$ cat config.mk
export PLATFORM = sky130hd
export DESIGN_NAME = nfc_reader_frame_builder
export DESIGN_NICKNAME = d
export VERILOG_FILES = /design/src/rtl/nfcfb_pkg.sv /design/src/rtl/nfc_reader_frame_builder.sv
export SDC_FILE = /design/constraint.sdc
export NUM_CORES = 1
export LEC_CHECK = 0
export ABC_CLOCK_PERIOD_IN_PS = 15600
export BUFFER_PORTS_ARGS = -buffer_cell sky130_fd_sc_hd__buf_4
export CAP_MARGIN = 20
export CELL_PAD_IN_SITES_DETAIL_PLACEMENT = 1
export CELL_PAD_IN_SITES_GLOBAL_PLACEMENT = 1
export CORE_ASPECT_RATIO = 0.75
export CORE_UTILIZATION = 35
export DETAILED_ROUTE_END_ITERATION = 10
export PLACE_DENSITY = 0.58
export SYNTH_ARGS = -nofsm -noshare
export SYNTH_HDL_FRONTEND = slang
export SYNTH_SLANG_ARGS = --single-unit
$ cat constraint.sdc
create_clock -name i_clk -period 15.6 [get_ports i_clk]
set_input_delay 0.78 -clock i_clk [delete_from_list [all_inputs] [get_ports i_clk]]
set_output_delay 0.78 -clock i_clk [all_outputs]
set_load 0.01 [all_outputs]
$ cat src/rtl/nfcfb_pkg.sv
// Package for the NFC reader frame builder: beat types, frame constants, register indexes.
package nfcfb_pkg;

    // Frame bytes and overheads
    localparam logic [7:0]  FRAME_PREAMBLE    = 8'h00;
    localparam logic [7:0]  FRAME_START1      = 8'h00;
    localparam logic [7:0]  FRAME_START2      = 8'hFF;
    localparam logic [7:0]  FRAME_EXT_MARK    = 8'hFF;
    localparam logic [7:0]  FRAME_POSTAMBLE   = 8'h00;
    localparam int unsigned NORMAL_OVERHEAD   = 7;
    localparam int unsigned EXTENDED_OVERHEAD = 10;
    localparam int unsigned LIMIT_TOP         = 262;
    localparam logic [8:0]  LIMIT_RESET       = 9'd255;

    // Result burst storage
    localparam int unsigned MAX_RESULTS = 11;
    localparam int unsigned RES_IDX_W   = $clog2(MAX_RESULTS + 1);

    // Configuration register indexes
    localparam int unsigned CFG_IDX_W = 2;
    typedef enum logic [CFG_IDX_W-1:0] {
        CFG_FRAME_MODE      = 2'd0,
        CFG_MAX_FRAME_BYTES = 2'd1
    } t_cfg_index;

    typedef struct packed {
        logic [7:0]  payload_byte;
        logic [15:0] payload_length;
    } t_in_item;

    typedef struct packed {
        logic [7:0] out_byte;
        logic       frame_end;
        logic       rejected;
    } t_out_item;

endpackage

$ cat src/rtl/nfc_reader_frame_builder.sv
// Top level of the NFC reader frame builder: header, checksum and trailer wrapping.
// The first byte of a burst is on the output in the cycle after its payload byte is accepted.
// Throughput: a mid-frame byte is taken every cycle while the output is not stalled; the first
// byte of a frame holds the input while its burst of 6 or 9 bytes (8 or 11 for a one-byte
// frame) drains through the one-beat output port, the last byte while its burst of 3 drains.
// Dropped bytes are consumed without an output beat.
// Reset (synchronous, active low) clears the burst, the frame state and the registers.
module nfc_reader_frame_builder (
    input  logic                                 i_clk,
    input  logic                                 i_rst_n,
    // payload input channel
    input  logic                                 i_in_valid,
    output logic                                 o_in_stall,
    input  nfcfb_pkg::t_in_item                  i_in_item,
    // frame output channel
    output logic                                 o_out_valid,
    input  logic                                 i_out_stall,
    output nfcfb_pkg::t_out_item                 o_out_item,
    // configuration write channel
    input  logic                                 i_cfg_valid,
    output logic                                 o_cfg_ready,
    input  logic [nfcfb_pkg::CFG_IDX_W-1:0]      i_cfg_index,
    input  logic [8:0]                           i_cfg_data
);

    localparam int unsigned NR = nfcfb_pkg::MAX_RESULTS;
    localparam int unsigned IW = nfcfb_pkg::RES_IDX_W;

    // Configuration registers
    logic       r_mode;
    logic [8:0] r_max;

    // Frame state
    logic [15:0] r_bytes_left, n_bytes_left;
    logic [7:0]  r_sum, n_sum;
    logic        r_dropping, n_dropping;

    // Burst register: entry 0 is the beat on the output
    nfcfb_pkg::t_out_item r_buf [NR];
    nfcfb_pkg::t_out_item n_buf [NR];
    logic [IW-1:0]        r_left;
    logic [IW-1:0]        n_cnt;

    logic in_acc, out_acc, can_load;

    // Handshakes
    assign out_acc     = o_out_valid && !i_out_stall;
    assign can_load    = (r_left == '0) || ((r_left == IW'(1)) && out_acc);
    assign o_in_stall  = !can_load;
    assign in_acc      = i_in_valid && can_load;
    assign o_out_valid = (r_left != '0);
    assign o_out_item  = r_buf[0];
    assign o_cfg_ready = 1'b1;

    // Take configuration writes
    always_ff @(posedge i_clk) begin
        if (!i_rst_n) begin
            r_mode <= 1'b0;
            r_max  <= nfcfb_pkg::LIMIT_RESET;
        end else if (i_cfg_valid) begin
            unique case (i_cfg_index)
                nfcfb_pkg::CFG_FRAME_MODE:      r_mode <= i_cfg_data[0];
                nfcfb_pkg::CFG_MAX_FRAME_BYTES: r_max  <= i_cfg_data;
                default: ;
            endcase
        end
    end

    // Length check against the clamped limit
    logic [8:0]  lim;
    logic [15:0] len;
    logic [16:0] ext_lim, ext_need, nrm_need;
    logic        bad;

    always_comb begin
        len      = i_in_item.payload_length;
        lim      = (r_max > 9'(nfcfb_pkg::LIMIT_TOP)) ? 9'(nfcfb_pkg::LIMIT_TOP) : r_max;
        ext_lim  = {lim, 8'd0} + {8'd0, lim};
        ext_need = {1'b0, len} + 17'(nfcfb_pkg::EXTENDED_OVERHEAD);
        nrm_need = {1'b0, len} + 17'(nfcfb_pkg::NORMAL_OVERHEAD);
        if (r_mode) begin
            bad = (len == '0) || (ext_need > ext_lim);
        end else begin
            bad = (len == '0) || (nrm_need > {8'd0, lim});
        end
    end

    // Build the burst of one item and the next frame state
    logic [IW-1:0] p0, p1, p2;
    logic [15:0]   left_dec;
    logic [7:0]    sum_base, sum_new;
    logic [7:0]    len_hi, len_lo;

    always_comb begin
        for (int i = 0; i < NR; i++) begin
            n_buf[i] = '0;
        end
        n_cnt        = '0;
        n_bytes_left = r_bytes_left;
        n_sum        = r_sum;
        n_dropping   = r_dropping;
        len_hi       = len[15:8];
        len_lo       = len[7:0];
        p0           = '0;
        sum_base     = r_sum;
        left_dec     = r_bytes_left - 16'd1;

        priority if (r_bytes_left == '0 && bad) begin
            // Reject: one beat, drop the rest of the frame
            n_buf[0]     = '{out_byte: 8'h00, frame_end: 1'b1, rejected: 1'b1};
            n_cnt        = IW'(1);
            n_sum        = '0;
            n_bytes_left = (len > 16'd1) ? (len - 16'd1) : '0;
            n_dropping   = (len > 16'd1);
        end else if (r_bytes_left == '0) begin
            // Header, then fall into the data beat
            n_buf[0].out_byte = nfcfb_pkg::FRAME_PREAMBLE;
            n_buf[1].out_byte = nfcfb_pkg::FRAME_START1;
            n_buf[2].out_byte = nfcfb_pkg::FRAME_START2;
            if (r_mode) begin
                n_buf[3].out_byte = nfcfb_pkg::FRAME_EXT_MARK;
                n_buf[4].out_byte = nfcfb_pkg::FRAME_EXT_MARK;
                n_buf[5].out_byte = len_hi;
                n_buf[6].out_byte = len_lo;
                n_buf[7].out_byte = 8'd0 - (len_hi + len_lo);
                p0                = IW'(8);
            end else begin
                n_buf[3].out_byte = len_lo;
                n_buf[4].out_byte = 8'd0 - len_lo;
                p0                = IW'(5);
            end
            sum_base   = '0;
            left_dec   = len - 16'd1;
            n_dropping = 1'b0;
        end else if (r_dropping) begin
            // Consume a dropped byte silently
            n_bytes_left = left_dec;
            n_dropping   = (left_dec != '0);
        end else begin
            p0 = '0;
        end

        p1      = p0 + IW'(1);
        p2      = p0 + IW'(2);
        sum_new = sum_base + i_in_item.payload_byte;

        // Data beat and, on the last byte, checksum and postamble
        if (!(r_bytes_left == '0 && bad) && !(r_bytes_left != '0 && r_dropping)) begin
            n_buf[p0].out_byte = i_in_item.payload_byte;
            n_bytes_left       = left_dec;
            if (left_dec == '0) begin
                n_buf[p1].out_byte  = 8'd0 - sum_new;
                n_buf[p2].out_byte  = nfcfb_pkg::FRAME_POSTAMBLE;
                n_buf[p2].frame_end = 1'b1;
                n_cnt               = p0 + IW'(3);
                n_sum               = '0;
            end else begin
                n_cnt = p1;
                n_sum = sum_new;
            end
        end
    end

    // Advance frame state on each accepted beat
    always_ff @(posedge i_clk) begin
        if (!i_rst_n) begin
            r_bytes_left <= '0;
            r_sum        <= '0;
            r_dropping   <= 1'b0;
        end else if (in_acc) begin
            r_bytes_left <= n_bytes_left;
            r_sum        <= n_sum;
            r_dropping   <= n_dropping;
        end
    end

    // Load a new burst or shift out the taken beat
    always_ff @(posedge i_clk) begin
        if (!i_rst_n) begin
            r_left <= '0;
        end else if (in_acc) begin
            r_left <= n_cnt;
        end else if (out_acc) begin
            r_left <= r_left - IW'(1);
        end
    end

    always_ff @(posedge i_clk) begin
        if (in_acc) begin
            for (int i = 0; i < NR; i++) begin
                r_buf[i] <= n_buf[i];
            end
        end else if (out_acc) begin
            for (int i = 0; i < NR - 1; i++) begin
                r_buf[i] <= r_buf[i + 1];
            end
        end
    end

    // Checks
    a_left_range: assert property (@(posedge i_clk) disable iff (!i_rst_n)
        r_left <= IW'(NR))
        else $error("burst count beyond burst register depth");

    a_drop_has_bytes: assert property (@(posedge i_clk) disable iff (!i_rst_n)
        r_dropping |-> (r_bytes_left != '0))
        else $error("dropping with no bytes left");

    a_reject_ends: assert property (@(posedge i_clk) disable iff (!i_rst_n)
        (o_out_valid && o_out_item.rejected) |-> (o_out_item.frame_end && r_left == IW'(1)))
        else $error("rejection beat not alone or not frame end");

    a_silent_only_drop: assert property (@(posedge i_clk) disable iff (!i_rst_n)
        (in_acc && n_cnt == '0) |-> (r_dropping && r_bytes_left != '0))
        else $error("item gave no result outside a dropped frame");

endmodule
==> results of run 1 <==
logic make-up (layout without fill, tap and decap cells):
group	Yosys count	after routing	share of synthesized area [%]
xor gates and xnor gates	76	76	7.11
adders and majority gates	66	66	8.79
and+or+nand+nor	393	393	20.7
other	2	9	0.0785
AOI/OAI and AO/OA	253	253	18.0
DFF	139	139	39.6
muxes	13	13	1.47
buffers and inverters	106	136	4.32
worst max path at each step:
stage                        start  depth (start not counted)  slack [ns]           to
final                     r_max[3]                         28        7.97  r_buf[5][9]
after global routing      r_max[3]                         28        7.40  r_buf[5][9]
after CTS                 r_max[3]                         28        8.04  r_buf[5][9]
after detailed placement  r_max[3]                         28        8.06  r_buf[5][9]
after global placement    r_max[3]                         28        8.28  r_buf[5][9]
after floorplan           r_max[3]                         29        9.13  r_buf[5][9]
cells in the final DEF (no fill, tap or decap), drive strengths merged, types with 16 or more instances in the layout:
| cell | instances |
|---|---|
| nor3 | 28 |
| xor2 | 20 |
| nand3 | 33 |
| buf | 61 |
| edfxtp | 100 |
| inv | 47 |
| clkbuf | 17 |
| nor2 | 53 |
| a21oi | 49 |
| and2 | 17 |
| o21ai | 83 |
| nor4 | 16 |
| nand2 | 147 |
| dfxtp | 39 |
| and3 | 21 |
| xnor2 | 55 |
| nand4 | 17 |
| ha | 64 |
| a22o | 19 |
registers in the layout (all words and copies together) (netlist names):
name,cells
r_max,9
r_mode,1
r_bytes_left,16
r_left,4
r_sum,8
r_dropping,1
r_buf,100
cell type report:
class / count / area (um^2) / share of cell area, %
tap: 344 / 430 / 3.98
clock buffer: 17 / 425 / 3.94
inverter: 44 / 165 / 1.53
sequential: 139 / 3780 / 35.0
clock inverter: 14 / 145 / 1.34
timing repair buffer: 61 / 455 / 4.21
multi-input combinational: 810 / 5400 / 50.0
per-layer routing:
| layer | routed length (um) | GRT usage [%] |
|---|---|---|
| met1 | 17700 | 39.2 |
| met2 | 13100 | 32.4 |
| met3 | 2050 | 4.35 |
| met4 | 260 | 4.25 |
| met5 | 0 | 0 |
report_power, final:
group	internal, mW	total (mW)	switching, mW	leakage [nW]
clock	0.235	0.408	0.173	0.274
sequential	0.611	0.690	0.0787	1.33
combinational	0.294	0.883	0.590	2.64
worst max-delay path, delay by kind of cell, from the launching register on:
family,cells,cell delay [ns]
AND/OR/NAND/NOR,14,2.87
adder cells (fa/ha/maj),5,1.39
AO/OA/AOI/OAI,6,2.16
flip-flops,1,0.37
XOR/XNOR,3,0.58
per-stage QoR:
step                util (%)  power, mW  hold WS, ns
floorplan                  -       1.26        0.442
global placement        38.7       1.56        0.461
detailed placement      38.7       1.56        0.463
CTS                     40.9       1.98        0.472
global route            40.9       2.10        0.501
finish                  40.9       1.98        0.471
==> qor.csv, run 1 <==
stage;metric;value;unit
setup_path;endpoint class of the critical path;flip-flop;
placement;worst slack, placed;8.06;ns
power;P per Cell Area;183;mW/mm^2
timing;Final Cycle Share;48.9;%
die;Die Wd;193;um
detailed_routing;drc violations;4;
setup_path;critical path arrival;7.81;ns
grt;largest net degree at the start of global routing;67;
die;# IOs;53;
detailed_routing;DR iter-0 viols;649;
hold_path;hold endpoint;r_sum[7];
detailed_routing;via density per instance;5.79;
grt;vias in the first global route;7949;
setup_path;Reg2Reg Setup Slack;7.97;ns
setup_path;R2R Path End;r_buf[5][9];
clocking;CTS tree;yes;
synthesis;Yosys top cell area share;31.4;%
clocking;maximum clock insertion buffer count;2;
setup_path;crit-path max FO;12;
synthesis;Async SR Flop Fraction;0;%
layout;Finished Layout Cells;1429;
timing;Worst Slack Setup Final;7.97;ns
setup_path;Setup CP Type;flip-flop to flip-flop;
synthesis;count leader, synth;nand2_1;
grt;first-pass GRT wire length;50200;um
grt;gr usage total;24.1;%
power;Pleak;4.25;nW
die;Core Area;0.0264;mm^2
grt;GRT Residual Overflow;0;
job;Max-Cap Viols;0;
placement;Final HPWL DP;24300;um
outcome;failing checks;DRC;
setup_path;Crit path required time;15.79;ns
setup_path;Crit path largest cell delay;0.60;ns
setup_path;critical path launch point type;flip-flop;
synthesis;post-synth top area cell;edfxtp_1;
outcome;outcome;complete, but fails checks;
placement;Placed Area;0.0102;mm^2
synthesis;ys flop type;edfxtp_1;
clocking;clock latency at the later pin of the worst-skew pair;0.43;ns
layout;Area Growth Syn to Fin;13.0;%
grt;antenna violations before repair;0;
clocking;clk root buf;clkbuf_16;
timing;Slew HR;26.7;%
detailed_routing;via count;8269;
setup_path;worst reg2reg path startpoint;r_max[3];
placement;Final GP Congestion;0.886;
clocking;H-tree depth;4;
layout;Fill cells;3062;
setup_path;Reg2Reg Depth;28;
setup_path;Crit-path slowest cell;a211oi_1;
placement;PortBufs;51;
power;IR drop worst, VDD;93.0;uV
clocking;post-cts sizing count;0;
die;die area;0.0280;mm^2
synthesis;Post-synth EDFFs;100;
clocking;CTS Hold Buffers Added;0;
synthesis;cells after synthesis;1048;
layout;Antenna diodes;0;
timing;Worst Tran Pin Value;1.10;ns
synthesis;Post-Syn Area;0.00956;mm^2
placement;placed insts;1396;
clocking;CTS Sinks;139;
timing;Fin Setup TNS;0;ns
timing;Final Hold Viols;0;
timing;Final Skew;0.00962;ns
detailed_routing;routed len/inst;23.2;um
layout;post-route cell area;0.0108;mm^2
timing;Pins Over Slew Limit;0;
detailed_routing;antenna-violating nets left;0;
hold_path;HP Class;flip-flop to flip-flop;
clocking;Setup Fix Bufs, Post-CTS;0;
detailed_routing;DR pass1 iterations;8;
layout;nets;1179;
synthesis;Synth top cells by count;nand2_1, edfxtp_1, o21ai_0;
synthesis;synth warn;0;
die;Initial Util;36.2;%
timing;endpoints failing setup;0;
die;row count;51;
layout;share of post-route cells with drive strength above 1;10.6;%
clocking;CTS Buf Count;17;
hold_path;worst hold path depth;2;
timing;fin crit period;7.63;ns
synthesis;Synth area leaders;edfxtp_1, ha_1, dfxtp_1;
hold_path;hold wc startpoint;r_sum[7];
die;Die Ht;145;um
clocking;Reg clk slew, reported paths;0.07;ns
timing;FMAX;0.131;GHz
setup_path;most frequent CP cell;nand2_1;
detailed_routing;drt total wl;33100;um
synthesis;register area share after synthesis;39.6;%
timing;RSZ-0062 raised after global routing;false;
synthesis;#FFs+latches synth;139;
synthesis;Avg Cell Area, Syn;9.12;um^2
synthesis;distinct cell type count after synthesis;75;
Note: power is estimated with default switching activity, not from simulation.
==> run 2, diff against run 1 <==
--- a/config.mk
+++ b/config.mk
@@ -5,7 +5,7 @@
 export SDC_FILE = /design/constraint.sdc
 export NUM_CORES = 1
 export LEC_CHECK = 0
-export ABC_CLOCK_PERIOD_IN_PS = 15600
+export ABC_CLOCK_PERIOD_IN_PS = 7800
 export BUFFER_PORTS_ARGS = -buffer_cell sky130_fd_sc_hd__buf_4
 export CAP_MARGIN = 20
 export CELL_PAD_IN_SITES_DETAIL_PLACEMENT = 1
==> constraint.sdc (replaced) <==
create_clock -name i_clk -period 7.8 [get_ports i_clk]
set_input_delay 0.39 -clock i_clk [delete_from_list [all_inputs] [get_ports i_clk]]
set_output_delay 0.39 -clock i_clk [all_outputs]
set_load 0.01 [all_outputs]
==> qor.csv, run 2 (same netlist as run 1, synthesis figures left out) <==
stage;metric;value;unit
hold_path;HP Class;input port to flip-flop;
hold_path;worst hold path depth;3;
setup_path;WP depth;28;
setup_path;Crit path largest cell delay;0.55;ns
setup_path;critical path launch point type;flip-flop;
layout;share of post-route cells with drive strength above 1;11.1;%
setup_path;crit-path max FO;12;
clocking;Reg clk slew, reported paths;0.07;ns
timing;FMAX;0.138;GHz
grt;GR peak layer;met1;
outcome;failing checks;DRC;
layout;most common cell after layout, fill and taps aside;nand2_1;
grt;GR Util met2;34.2;%
setup_path;most frequent CP cell;nand2_1;
detailed_routing;antenna-violating nets left;0;
layout;most frequent cells in the layout;nand2_1, edfxtp_1, o21ai_0, buf_4, ha_1;
layout;nets;1184;
timing;endpoints failing setup;0;
detailed_routing;DR pass1 iterations;7;
grt;met1 Resource Use GR;39.1;%
grt;gr usage total;24.6;%
die;# IOs;53;
setup_path;endpoint class of the critical path;flip-flop;
clocking;CTS Sinks;139;
grt;first-pass GRT wire length;51300;um
setup_path;Setup CP Type;flip-flop to flip-flop;
clocking;CTS tree;yes;
power;P per Cell Area;367;mW/mm^2
timing;fin crit period;7.27;ns
power;IR drop worst, VDD;327;uV
timing;Fin Setup TNS;0;ns
die;row count;51;
detailed_routing;DR iter-0 viols;600;
detailed_routing;via count;8272;
grt;vias in the first global route;8140;
die;Die Wd;193;um
layout;Biggest register;r_buf;
clocking;CTS Buf Count;17;
layout;Finished Layout Cells;1435;
setup_path;Worst path top cell family by delay;simple AND/OR/NAND/NOR gates;
grt;GRT Residual Overflow;0;
power;Pleak;4.28;nW
detailed_routing;routed len/inst;23.4;um
setup_path;critical path arrival;7.47;ns
placement;placed insts;1403;
grt;largest net degree at the start of global routing;63;
timing;Final Hold Viols;0;
detailed_routing;drt total wl;33600;um
layout;Largest register FFs;100;
layout;top flop regs;r_buf: 100 flops, r_bytes_left: 16 flops, r_max: 9 flops;
die;Die Ht;145;um
setup_path;worst path bufs/invs;0;
die;Core Area;0.0264;mm^2
layout;Area Growth Syn to Fin;13.7;%
clocking;maximum clock insertion buffer count;2;
grt;antenna violations before repair;0;
detailed_routing;via density per instance;5.76;
timing;Final Skew;0.0122;ns
grt;met3 Use GR;4.06;%
detailed_routing;drc violations;2;
placement;PortBufs;51;
setup_path;Crit-path slowest cell;or4_1;
timing;Slew HR;29.9;%
setup_path;Reg2Reg Depth;28;
setup_path;Crit path required time;8.00;ns
clocking;clock latency at the later pin of the worst-skew pair;0.44;ns
timing;Fin Hold WS;0.156;ns
die;Initial Util;36.2;%
timing;RSZ-0062 raised after global routing;false;
timing;Final Cycle Share;93.2;%
clocking;H-tree depth;4;
placement;Final HPWL DP;24900;um
clocking;clk root buf;clkbuf_16;
timing;Pins Over Slew Limit;0;
outcome;outcome;complete, but fails checks;
placement;Final GP Congestion;0.897;
job;Max-Cap Viols;0;
die;die area;0.0280;mm^2
timing;Worst Tran Pin Value;1.05;ns
layout;Antenna diodes;0;
run 2: metal layers:
layer  share of wire [%]  wire length (um)
met5                   0                 0
met4                0.65               218
met3                 5.3              1770
met2                  41             13600
met1                  53             17900
run 2: area by class of cell:
type	count	area, um^2
clock buffers	18	429
clock inverters	14	145
fillers	3045	15500
inverters	44	165
multi-input cells	810	5420
flip-flops and latches	139	3780
well taps	344	430
repair buffers	66	495
run 2: metrics by stage:
stage / instance area (um^2) / total power, mW / setup slack, ns / utilization (%)
4_1_cts: 10800 / 4.00 / 0.176 / 41.1
2_1_floorplan: 9590 / 2.53 / 1.33 / -
5_1_grt: 10900 / 4.23 / 0.0118 / 41.1
3_3_place_gp: 10300 / 3.14 / 0.592 / 38.9
6_report: 10900 / 3.99 / 0.528 / 41.1
3_5_place_dp: 10300 / 3.16 / 0.265 / 38.9
run 2: worst paths after layout:
kind | startpoint | end | slack, ns
setup / recovery | r_max[3] | r_buf[5][9] | 0.53
hold / removal | i_cfg_data[4] | r_max[4] | 0.16
setup reg to reg | r_max[3] | r_buf[5][9] | 0.53
hold reg to reg | r_sum[7] | r_sum[7] | 0.49
run 2: worst reg2reg max path, delay by kind of cell, from the launching register on:
kind	cells	cell delay (ns)
AND/OR/NAND/NOR	14	2.81
AO/OA/AOI/OAI	6	1.79
adder cells (fa/ha/maj)	5	1.42
XOR/XNOR	3	0.62
flip-flops	1	0.37
run 2: timing repair:
item,4_1_cts,5_1_grt
setup endpoints to repair,0,13
gates resized for setup,0,3
hold buffers,0,0
buffers inserted,0,0
run 2: report_power, final:
part,internal (mW),switching [mW]
logic,0.594,1.19
registers,1.22,0.162
clock network,0.471,0.354
total,2.29,1.70
==> run 3, diff against run 2 <==
--- a/config.mk
+++ b/config.mk
@@ -5,12 +5,13 @@
 export SDC_FILE = /design/constraint.sdc
 export NUM_CORES = 1
 export LEC_CHECK = 0
-export ABC_CLOCK_PERIOD_IN_PS = 7800
+export ABC_CLOCK_PERIOD_IN_PS = 6700
 export BUFFER_PORTS_ARGS = -buffer_cell sky130_fd_sc_hd__buf_4
 export CAP_MARGIN = 20
 export CELL_PAD_IN_SITES_DETAIL_PLACEMENT = 1
 export CELL_PAD_IN_SITES_GLOBAL_PLACEMENT = 1
 export CORE_ASPECT_RATIO = 0.75
+export CORE_MARGIN = 2
 export CORE_UTILIZATION = 35
 export DETAILED_ROUTE_END_ITERATION = 10
 export PLACE_DENSITY = 0.58
==> constraint.sdc (replaced) <==
create_clock -name i_clk -period 6.7 [get_ports i_clk]
set_input_delay 0.335 -clock i_clk [delete_from_list [all_inputs] [get_ports i_clk]]
set_output_delay 0.335 -clock i_clk [all_outputs]
set_load 0.01 [all_outputs]
==> qor.csv, run 3 (same netlist as run 1, synthesis figures left out) <==
stage;metric;value;unit
setup_path;endpoint class of the critical path;flip-flop;
timing;Slew HR;31.1;%
detailed_routing;routed wl met3;2140;um
power;P per Cell Area;434;mW/mm^2
layout;most frequent cells in the layout;nand2_1, edfxtp_1, buf_4, o21ai_0, ha_1;
layout;most common cell after layout, fill and taps aside;nand2_1;
grt;first-pass GRT wire length;52400;um
layout;top flop regs;r_buf: 100 flops, r_bytes_left: 16 flops, r_max: 9 flops;
clocking;CTS tree;yes;
detailed_routing;via density per instance;5.74;
timing;Worst Tran Pin Value;1.03;ns
timing;Fin Setup TNS;0;ns
die;die area;0.0287;mm^2
layout;Biggest register;r_buf;
hold_path;HP Class;input port to flip-flop;
timing;Fin Hold WS;0.0991;ns
clocking;Reg clk slew, reported paths;0.07;ns
power;Sw Pwr;2.03;mW
detailed_routing;antenna-violating nets left;0;
placement;worst slack, placed;-0.0242;ns
power;Tot Pwr;4.85;mW
setup_path;Crit path largest cell delay;0.53;ns
setup_path;Crit path required time;6.90;ns
timing;endpoints failing setup;0;
clocking;CTS Buf Count;17;
grt;largest net degree at the start of global routing;75;
die;Core Area;0.0269;mm^2
detailed_routing;DR iter-0 viols;678;
clocking;maximum clock insertion buffer count;2;
clocking;clock latency at the later pin of the worst-skew pair;0.44;ns
outcome;outcome;finished, final reports clean;
placement;Final HPWL DP;25200;um
die;Initial Util;35.5;%
detailed_routing;drc violations;0;
setup_path;most frequent CP cell;nand2_1;
layout;Finished Layout Cells;1466;
job;Max-Cap Viols;0;
grt;GRT Residual Overflow;0;
grt;vias in the first global route;8191;
timing;FMAX;0.155;GHz
timing;Pins Over Slew Limit;0;
layout;post-route cell area;0.0112;mm^2
layout;share of post-route cells with drive strength above 1;14.4;%
setup_path;critical path arrival;6.65;ns
die;Die Wd;195;um
clocking;CTS Sinks;139;
timing;Final Skew;0.0116;ns
power;clock network power share;20.6;%
power;Pint;2.82;mW
timing;Final Hold Viols;0;
detailed_routing;drt total wl;34400;um
grt;gr usage total;24.4;%
power;Comb power frac;46.0;%
setup_path;Worst path top cell family by delay;simple AND/OR/NAND/NOR gates;
setup_path;worst path bufs/invs;1;
setup_path;Crit-path slowest cell;or4_1;
setup_path;Setup CP Type;flip-flop to flip-flop;
detailed_routing;routed len/inst;23.5;um
clocking;clk root buf;clkbuf_16;
timing;fin crit period;6.45;ns
die;Die Ht;147;um
clocking;CTS Hold Buffers Added;0;
setup_path;crit-path max FO;6;
placement;PortBufs;51;
placement;Placed Area;0.0104;mm^2
layout;Antenna diodes;0;
layout;Largest register FFs;100;
detailed_routing;metal1 wirelength;18200;um
grt;antenna violations before repair;0;
layout;nets;1208;
detailed_routing;via count;8415;
die;# IOs;53;
layout;Final Util;41.5;%
layout;Area Growth Syn to Fin;16.9;%
timing;Final Cycle Share;96.3;%
placement;placed insts;1428;
die;row count;52;
power;sw frac;41.9;%
detailed_routing;DR pass1 iterations;4;
layout;Fill cells;3152;
power;Pleak;4.43;nW
setup_path;critical path launch point type;flip-flop;
detailed_routing;WL met2;13800;um
clocking;H-tree depth;4;
placement;Final GP Congestion;0.857;
detailed_routing;Highest Signal Layer;met4;
power;Seq pwr share;33.4;%
power;IR drop worst, VDD;307;uV
timing;Worst Slack Setup Final;0.246;ns
run 3: layout make-up:
type	count	area (um^2)	share of cell area, %
Clock inverter	14	170	1.52
Sequential cell	139	3780	33.9
Inverter	44	165	1.48
Tap cell	351	439	3.93
Multi-Input combinational cell	810	5510	49.3
Clock buffer	18	429	3.84
Timing Repair Buffer	90	676	6.05
run 3: power groups by stage:
| stage | combinational (mW) | clock (mW) | sequential (mW) |
|---|---|---|---|
| 2_1_floorplan | 1.37 | 0 | 1.57 |
| 3_3_place_gp | 2.12 | 0 | 1.62 |
| 3_5_place_dp | 2.13 | 0 | 1.63 |
| 4_1_cts | 2.15 | 1.02 | 1.62 |
| 5_1_grt | 2.44 | 1.05 | 1.66 |
| 6_report | 2.23 | 1.00 | 1.62 |
run 3: worst min-delay path, delay by kind of cell:
family	cells	cell delay, ns
buffers and inverters	1	0.07
AND/OR/NAND/NOR	2	0.10
run 3: metal layers:
layer / track usage, % / up-vias
li1: - / 3941
met1: 38.7 / 4217
met2: 33.7 / 240
met3: 4.78 / 17
met4: 5.31 / 0
met5: 0 / -
run 3: final timing paths:
kind,startpoint,endpoint,slack (ns),depth (start not counted)
worst max-delay path,r_max[4],r_buf[5][9],0.25,30
worst min-delay path,i_cfg_data[6],r_max[6],0.1,3
worst min register to register,r_sum[7],r_sum[7],0.48,2
worst max register to register,r_max[4],r_buf[5][9],0.25,30
run 3: timing repair:
action	4_1_cts	5_1_grt
buffers inserted	0	6
pin swaps	0	8
hold endpoints to repair	0	0
gates resized for setup	2	21
setup endpoints to repair	1	19
